### src/rtl/ids_pkg.sv
// shared types and functions for the id string keyed hash block
// no dependencies; used by ids_front, ids_queue, ids_back and the top level

package ids_pkg;

  localparam int unsigned WordWidth = 32;
  localparam int unsigned ByteWidth = 8;

  // one finished message handed from front to back
  typedef struct packed {
    logic [WordWidth-1:0] rev;
    logic [WordWidth-1:0] fwd;
    logic [WordWidth-1:0] id;
  } job_t;

  // reorder the id bytes, replacing a zero byte 2 or 3 with the inverse of byte 1 or 0
  function automatic logic [WordWidth-1:0] mix_id(input logic [WordWidth-1:0] id);
    logic [ByteWidth-1:0] b0;
    logic [ByteWidth-1:0] b1;
    logic [ByteWidth-1:0] b2;
    logic [ByteWidth-1:0] b3;
    b0 = id[7:0];
    b1 = id[15:8];
    b2 = id[23:16];
    b3 = id[31:24];
    if (b2 == '0) b2 = ~b1;
    if (b3 == '0) b3 = ~b0;
    return {b0, b2, b1, b3};
  endfunction

endpackage

### src/rtl/ids_front.sv
// front end: takes message bytes and keeps the forward and reverse hashes
// depends on ids_pkg; hands one job per message to the job queue

module ids_front (
  input  logic                clk,
  input  logic                rst,
  input  logic                accept,
  input  logic [7:0]          data_byte,
  input  logic                byte_valid,
  input  logic signed [31:0]  message_id,
  input  logic                last,
  output logic                job_push,
  output ids_pkg::job_t       job
);

  logic [31:0] forward_acc;
  logic [31:0] reverse_acc;
  logic [31:0] reverse_weight;
  logic        index_odd;

  logic [31:0] forward_acc_next;
  logic [31:0] reverse_acc_next;
  logic [31:0] reverse_weight_next;
  logic [31:0] byte_ext;
  logic [31:0] fwd_shifted;
  logic [31:0] weight_shifted;
  logic [31:0] weighted_byte;

  // absorb one byte; the shifts alternate with index parity
  always_comb begin
    byte_ext       = {{24{data_byte[7]}}, data_byte};
    fwd_shifted    = index_odd ? (forward_acc << 4) : (forward_acc << 3);
    weight_shifted = index_odd ? (reverse_weight << 5) : (reverse_weight << 4);
    weighted_byte  = byte_ext * reverse_weight;
    if (byte_valid) begin
      forward_acc_next    = forward_acc + byte_ext + fwd_shifted;
      reverse_acc_next    = reverse_acc + weighted_byte;
      reverse_weight_next = reverse_weight + weight_shifted;
    end else begin
      forward_acc_next    = forward_acc;
      reverse_acc_next    = reverse_acc;
      reverse_weight_next = reverse_weight;
    end
  end

  // job for the back end on the closing transaction
  assign job_push = accept && last;
  always_comb begin
    job.rev = reverse_acc_next;
    job.fwd = forward_acc_next;
    job.id  = message_id;
  end

  // hash state, cleared again after each message
  always_ff @(posedge clk) begin
    if (rst || job_push) begin
      forward_acc    <= '0;
      reverse_acc    <= '0;
      reverse_weight <= 32'd1;
      index_odd      <= 1'b0;
    end else if (accept && byte_valid) begin
      forward_acc    <= forward_acc_next;
      reverse_acc    <= reverse_acc_next;
      reverse_weight <= reverse_weight_next;
      index_odd      <= ~index_odd;
    end
  end

endmodule

### src/rtl/ids_queue.sv
// two-entry job queue between front and back end
// depends on ids_pkg for the job type

module ids_queue (
  input  logic          clk,
  input  logic          rst,
  input  logic          push,
  input  ids_pkg::job_t push_data,
  output logic          full,
  input  logic          pop,
  output ids_pkg::job_t pop_data,
  output logic          empty
);

  ids_pkg::job_t slots [2];
  logic          wr_ptr;
  logic          rd_ptr;
  logic [1:0]    count;

  assign full     = (count == 2'd2);
  assign empty    = (count == 2'd0);
  assign pop_data = slots[rd_ptr];

  // storage
  always_ff @(posedge clk) begin
    if (push && !full) begin
      slots[wr_ptr] <= push_data;
    end
  end

  // pointers and fill count
  always_ff @(posedge clk) begin
    if (rst) begin
      wr_ptr <= 1'b0;
      rd_ptr <= 1'b0;
      count  <= 2'd0;
    end else begin
      if (push && !full) wr_ptr <= ~wr_ptr;
      if (pop && !empty) rd_ptr <= ~rd_ptr;
      if ((push && !full) && !(pop && !empty)) begin
        count <= count + 2'd1;
      end else if (!(push && !full) && (pop && !empty)) begin
        count <= count - 2'd1;
      end
    end
  end

endmodule

### src/rtl/ids_back.sv
// back end: mixes the id with both hashes and multiplies out the code
// depends on ids_pkg; one 32x32 multiplier in each of S_MUL1 and S_MUL2, result register at the end

module ids_back (
  input  logic                clk,
  input  logic                rst,
  input  logic                job_valid,
  input  ids_pkg::job_t       job,
  output logic                job_pop,
  input  logic                pop,
  output logic                empty,
  output logic signed [31:0]  url_code
);

  typedef enum logic [1:0] {
    S_IDLE,
    S_MUL1,
    S_MUL2
  } state_t;

  state_t      state;
  logic [31:0] sum_term;
  logic [31:0] fe_term;
  logic [31:0] ri_term;
  logic [31:0] partial;
  logic        out_valid;
  logic [31:0] eid;
  logic        out_free;

  assign eid      = ids_pkg::mix_id(job.id);
  assign job_pop  = (state == S_IDLE) && job_valid;
  assign empty    = !out_valid;
  assign out_free = !out_valid || pop;

  // sequencer, operand registers and result register
  always_ff @(posedge clk) begin
    if (rst) begin
      state     <= S_IDLE;
      out_valid <= 1'b0;
    end else begin
      // result register fills from the last stage and drains on pop
      out_valid <= ((state == S_MUL2) && out_free) || (out_valid && !pop);
      unique case (state)
        S_IDLE: begin
          if (job_valid) begin
            sum_term <= (job.rev ^ eid) + (job.fwd | job.id);
            fe_term  <= job.fwd | eid;
            ri_term  <= job.rev ^ job.id;
            state    <= S_MUL1;
          end
        end
        S_MUL1: begin
          partial <= sum_term * fe_term;
          state   <= S_MUL2;
        end
        S_MUL2: begin
          if (out_free) begin
            url_code <= partial * ri_term;
            state    <= S_IDLE;
          end
        end
        default: state <= S_IDLE;
      endcase
    end
  end

endmodule

### src/rtl/id_string_keyed_hash.sv
// Keyed hash of a byte message and a 32-bit record id, one signed code per message.
// Input channel (push/full): one transaction per byte; byte_valid low carries no byte,
// last marks the closing transaction, whose message_id is used for the code.
// Result channel (empty/pop): url_code is valid while empty is low and leaves on pop.
// Throughput: the front end takes one transaction per cycle while full is low; both
// hashes update in the same cycle with an 8x32 multiply and shift-adds.
// A job passes the queue slot, the operand registers, partial and then url_code; the
// back end takes no new job until its two chained 32x32 multiplies are done, so with
// a two-entry job queue the sustained rate is set by the message length or back end.
// Stall: if pop stays low the code holds, the back end waits, the job queue fills and
// full rises, stopping input until the result is taken.
// Reset (rst, synchronous): hashes, queue and result valid flag clear; empty high,
// full low the cycle after.
// Depends on ids_pkg, ids_front, ids_queue, ids_back.

module id_string_keyed_hash (
  input  logic                clk,
  input  logic                rst,
  input  logic                push,
  output logic                full,
  input  logic [7:0]          data_byte,
  input  logic                byte_valid,
  input  logic signed [31:0]  message_id,
  input  logic                last,
  output logic                empty,
  input  logic                pop,
  output logic signed [31:0]  url_code
);

  logic          accept;
  logic          job_push;
  ids_pkg::job_t job_in;
  ids_pkg::job_t job_out;
  logic          job_empty;
  logic          job_pop;

  assign accept = push && !full;

  // hashing front end
  ids_front u_front (
    .clk        (clk),
    .rst        (rst),
    .accept     (accept),
    .data_byte  (data_byte),
    .byte_valid (byte_valid),
    .message_id (message_id),
    .last       (last),
    .job_push   (job_push),
    .job        (job_in)
  );

  // jobs between the two halves
  ids_queue u_queue (
    .clk       (clk),
    .rst       (rst),
    .push      (job_push),
    .push_data (job_in),
    .full      (full),
    .pop       (job_pop),
    .pop_data  (job_out),
    .empty     (job_empty)
  );

  // code combining back end
  ids_back u_back (
    .clk       (clk),
    .rst       (rst),
    .job_valid (!job_empty),
    .job       (job_out),
    .job_pop   (job_pop),
    .pop       (pop),
    .empty     (empty),
    .url_code  (url_code)
  );

endmodule

### config.mk
export PLATFORM = sky130hd
export DESIGN_NAME = id_string_keyed_hash
export DESIGN_NICKNAME = d
export VERILOG_FILES = /design/src/rtl/ids_pkg.sv /design/src/rtl/ids_front.sv /design/src/rtl/ids_queue.sv /design/src/rtl/ids_back.sv /design/src/rtl/id_string_keyed_hash.sv
export SDC_FILE = /design/constraint.sdc
export NUM_CORES = 2
export LEC_CHECK = 0
export BUFFER_PORTS_ARGS = -buffer_cell sky130_fd_sc_hd__buf_2
export CORE_MARGIN = 2
export CORE_UTILIZATION = 60
export CTS_BUF_LIST = sky130_fd_sc_hd__clkbuf_16
export CTS_CLUSTER_DIAMETER = 100
export DETAILED_ROUTE_END_ITERATION = 8
export PLACE_DENSITY = 0.81
export SKIP_CTS_REPAIR_TIMING = 1
export SYNTH_ARGS = -nofsm -noshare
export SYNTH_HDL_FRONTEND = slang
export SYNTH_SLANG_ARGS = --single-unit
export TNS_END_PERCENT = 20
### constraint.sdc
create_clock -name clk -period 7.7 [get_ports clk]
set_clock_uncertainty 0.15 [all_clocks]
set_input_delay 1.54 -clock clk [delete_from_list [all_inputs] [get_ports clk]]
set_output_delay 1.54 -clock clk [all_outputs]
set_load 0.005 [all_outputs]
==> key figures <==
Clock network
  • Clock Pin Slew Worst Setup and Hold Paths: 0.07 ns
  • CTS tree: built
  • Total number of H-tree levels: 2
  • Num CTS Buffers: 52
  • Root Driver: clkbuf_16
  • Worst skew pair latency: 0.66 ns
  • Num Clock Sinks: 453
  • Clk buf depth: 3

Cells and area
  • Share of cells above drive strength 1: 0.0723
  • Final #Nets: 7720
  • Layout area overhead: 6.89%

Logic synthesis
  • Post-synth net total: 7716
  • Register area share after synthesis: 0.206
  • #FFs+latches synth: 453
  • Async S/R FF share, synth: 0
  • Top-count cell post-synth: inv_1
  • Cells after synthesis: 6246
  • Post-Syn Area: 0.0611 mm^2
  • Post-synth EDFFs: 352
  • Netlist cell types: 72
  • Largest area contributor in the netlist: fa_1
  • Mux cell area share after synthesis: 0.0239
  • Complex-gate fraction of the synthesized area: 0.0663
  • Yosys top cell area share: 0.331
  • Post-Synth Simple-Gate Area: 0.152
  • Main flop type after synthesis: edfxtp_1
  • Yosys warnings: 0
  • Largest family of logic cells by synthesized area: adder cells
  • Post-synthesis adder-cell area fraction: 0.416
  • Synth Area in XOR/XNOR: 0.0553
  • Largest cells by area after synthesis: fa_1 33%, edfxtp_1 17%, ha_1 8.4%
  • Most frequent cells after synthesis: 1016 x inv_1, 1012 x fa_1, 837 x nand2_1, 654 x and2_1, 412 x ha_1
  • Mapped Avg Cell Area: 9.79 um^2

Global route
  • Tot GR Track Use: 0.318
  • Largest net degree at the start of global routing: 129
  • Vias in the first global route: 46639
  • Grt ovf: 0
  • First-pass GRT wire length: 256000 um
  • Initial antenna violation count: 8

Timing
  • RSZ-0062 raised after global routing: true
  • Final Max Slew Viols: 0
  • Final-report hold violation count: 0
  • Post-layout minimum cycle time: 7.47 ns
  • Hold slack: 0.304 ns
  • Crit share post-route: 0.970
  • Fmax: 134 MHz
  • Final setup viols: 0
  • Worst Tran Pin Value: 1.29 ns
  • Max_slew headroom: 0.130

Floorplanning
  • Die Span X: 323 um
  • Die Area: 0.104 mm^2
  • Die height: 323 um
  • I/O pin total: 80
  • Total core area: 0.101 mm^2
  • # rows: 117
  • Initial Util: 0.603

Status
  • Status: complete, no violations

Setup path
  • Required arrival time at the worst endpoint: 7.92 ns
  • Worst path bufs/invs: 4
  • Crit-path cells: buf_12 > and2_1 > fa_1 > fa_1 > fa_1 > inv_1 > fa_1 > inv_1 > fa_1 > fa_1 > fa_1 > fa_1 > ha_2 > nand2_1 > o311ai_2 > o211ai_1 > o211ai_1 > o41ai_2 > buf_4 > or3_1 > o211ai_1 > o41ai_2 > xnor2_1
  • Top delay family on crit path: adder cells
  • Crit-path max FO: 27
  • Crit Path Category: flop to flop
  • Stages on worst setup path: 23
  • Reg2Reg Depth: 23
  • CP startpoint kind: flop
  • Crit path DAT: 7.69 ns
  • Crit end category: flop
  • Slowest cell on crit path: fa_1
  • CP max stage delay: 0.58 ns
  • Most repeated library cell on the critical path: fa_1

Route
  • Total iterations of the first detailed-routing run: 6
  • Post-DRT Antenna Nets: 0
  • Wire per inst: 20.9 um
  • Vias/cell: 5.79
  • Drt drc: 0
  • Detailed-route via count: 44386
  • Drt total wl: 160000 um
  • Initial drt markers: 3646

Placed design
  • Input/output buffers: 79
  • Routability cong.: 0.961
  • DP HPWL: 128000 um

Run
  • Max-cap violations: 0

Worst hold path
  • Hold depth: 2
  • Hold crit path type: flop to flop
[per-layer routing]
metal | vias to the layer above | global-route usage | wire length [um]
met5 | - | 0 | 60
met4 | 10 | 0.158 | 9120
met3 | 474 | 0.0562 | 13600
met2 | 2075 | 0.521 | 76500
met1 | 22285 | 0.408 | 60700
li1 | 19542 | - | -
[area by class of cell]
cell class              count  area, um^2
well taps                1368        1710
repair buffers            242        1710
flip-flops and latches    453       12600
diodes                      2        5.00
clock inverters            44         460
inverters                1016        3810
fillers                  7818       36100
clock buffers              53        1330
multi-input cells        4485       43700
[cells in the final DEF, fill, tap and decap left out, types with 121 or more instances in the layout]
| cell | instances |
|---|---|
| and2_1 | 653 |
| inv_1 | 1024 |
| nand2_1 | 837 |
| xor2_1 | 121 |
| fa_1 | 1012 |
| nor2_1 | 172 |
| a21oi_1 | 212 |
| ha_1 | 409 |
| xnor2_1 | 265 |
| buf_4 | 156 |
| o21ai_0 | 129 |
| edfxtp_1 | 352 |
[path summary, 6_finish.rpt]
check	startpoint	end	slack [ns]
worst min register to register	u_front.reverse_acc[21]	u_front.reverse_acc[21]	0.30
worst min-delay path	u_front.reverse_acc[21]	u_front.reverse_acc[21]	0.30
worst max-delay path	u_back.ri_term[5]	u_back.url_code[31]	0.23
worst max register to register	u_back.ri_term[5]	u_back.url_code[31]	0.23
[registers in the layout (all words and copies together) (netlist names), named ones only]
name / count
u_back.sum_term: 32
u_queue.rd_ptr: 1
u_queue.slots: 192
u_back.url_code: 32
u_back.state: 2
u_back.out_valid: 1
u_back.partial: 32
u_front.forward_acc: 32
u_back.ri_term: 32
u_front.index_odd: 1
u_front.reverse_weight: 28
u_front.reverse_acc: 32
u_queue.wr_ptr: 1
u_queue.count: 2
u_back.fe_term: 32
[cell families (layout without fill, tap and decap cells)]
| group | Yosys count | in the layout |
|---|---|---|
| simple gates | 1905 | 1905 |
| fa+ha+maj | 1424 | 1424 |
| buf+inv | 1308 | 1355 |
| compound gates | 637 | 637 |
| flops | 453 | 453 |
| xor+xnor | 386 | 386 |
| mux | 133 | 133 |
| other cells | 0 | 2 |
[through the flow]
| step | cells | TNS, ns | worst slack, ns | utilization | cell area, um^2 |
|---|---|---|---|---|---|
| after global routing | 7661 | -0.0874 | -0.0574 | 0.644 | 65300 |
| after global placement | 7544 | 0 | 0.334 | 0.624 | 63300 |
| after floorplan | 6246 | 0 | 0.514 | - | 61100 |
| final | 7663 | 0 | 0.232 | 0.644 | 65300 |
| after detailed placement | 7544 | 0 | 0.197 | 0.624 | 63300 |
| after CTS | 7641 | 0 | 0.173 | 0.642 | 65100 |
[worst register-to-register path: cells and delay by family, from the launching register on]
kind	cells	cell delay (ns)
AOI/OAI and AO/OA	6	0.98
xor gates and xnor gates	1	0.13
adders and majority gates	9	4.39
and+or+nand+nor	3	0.67
buffers and inverters	4	0.45
DFF	1	0.42
Power is left out: the tool's default activity adds up to more than one toggle a clock period on the data nets, which glitch-free logic cannot reach.
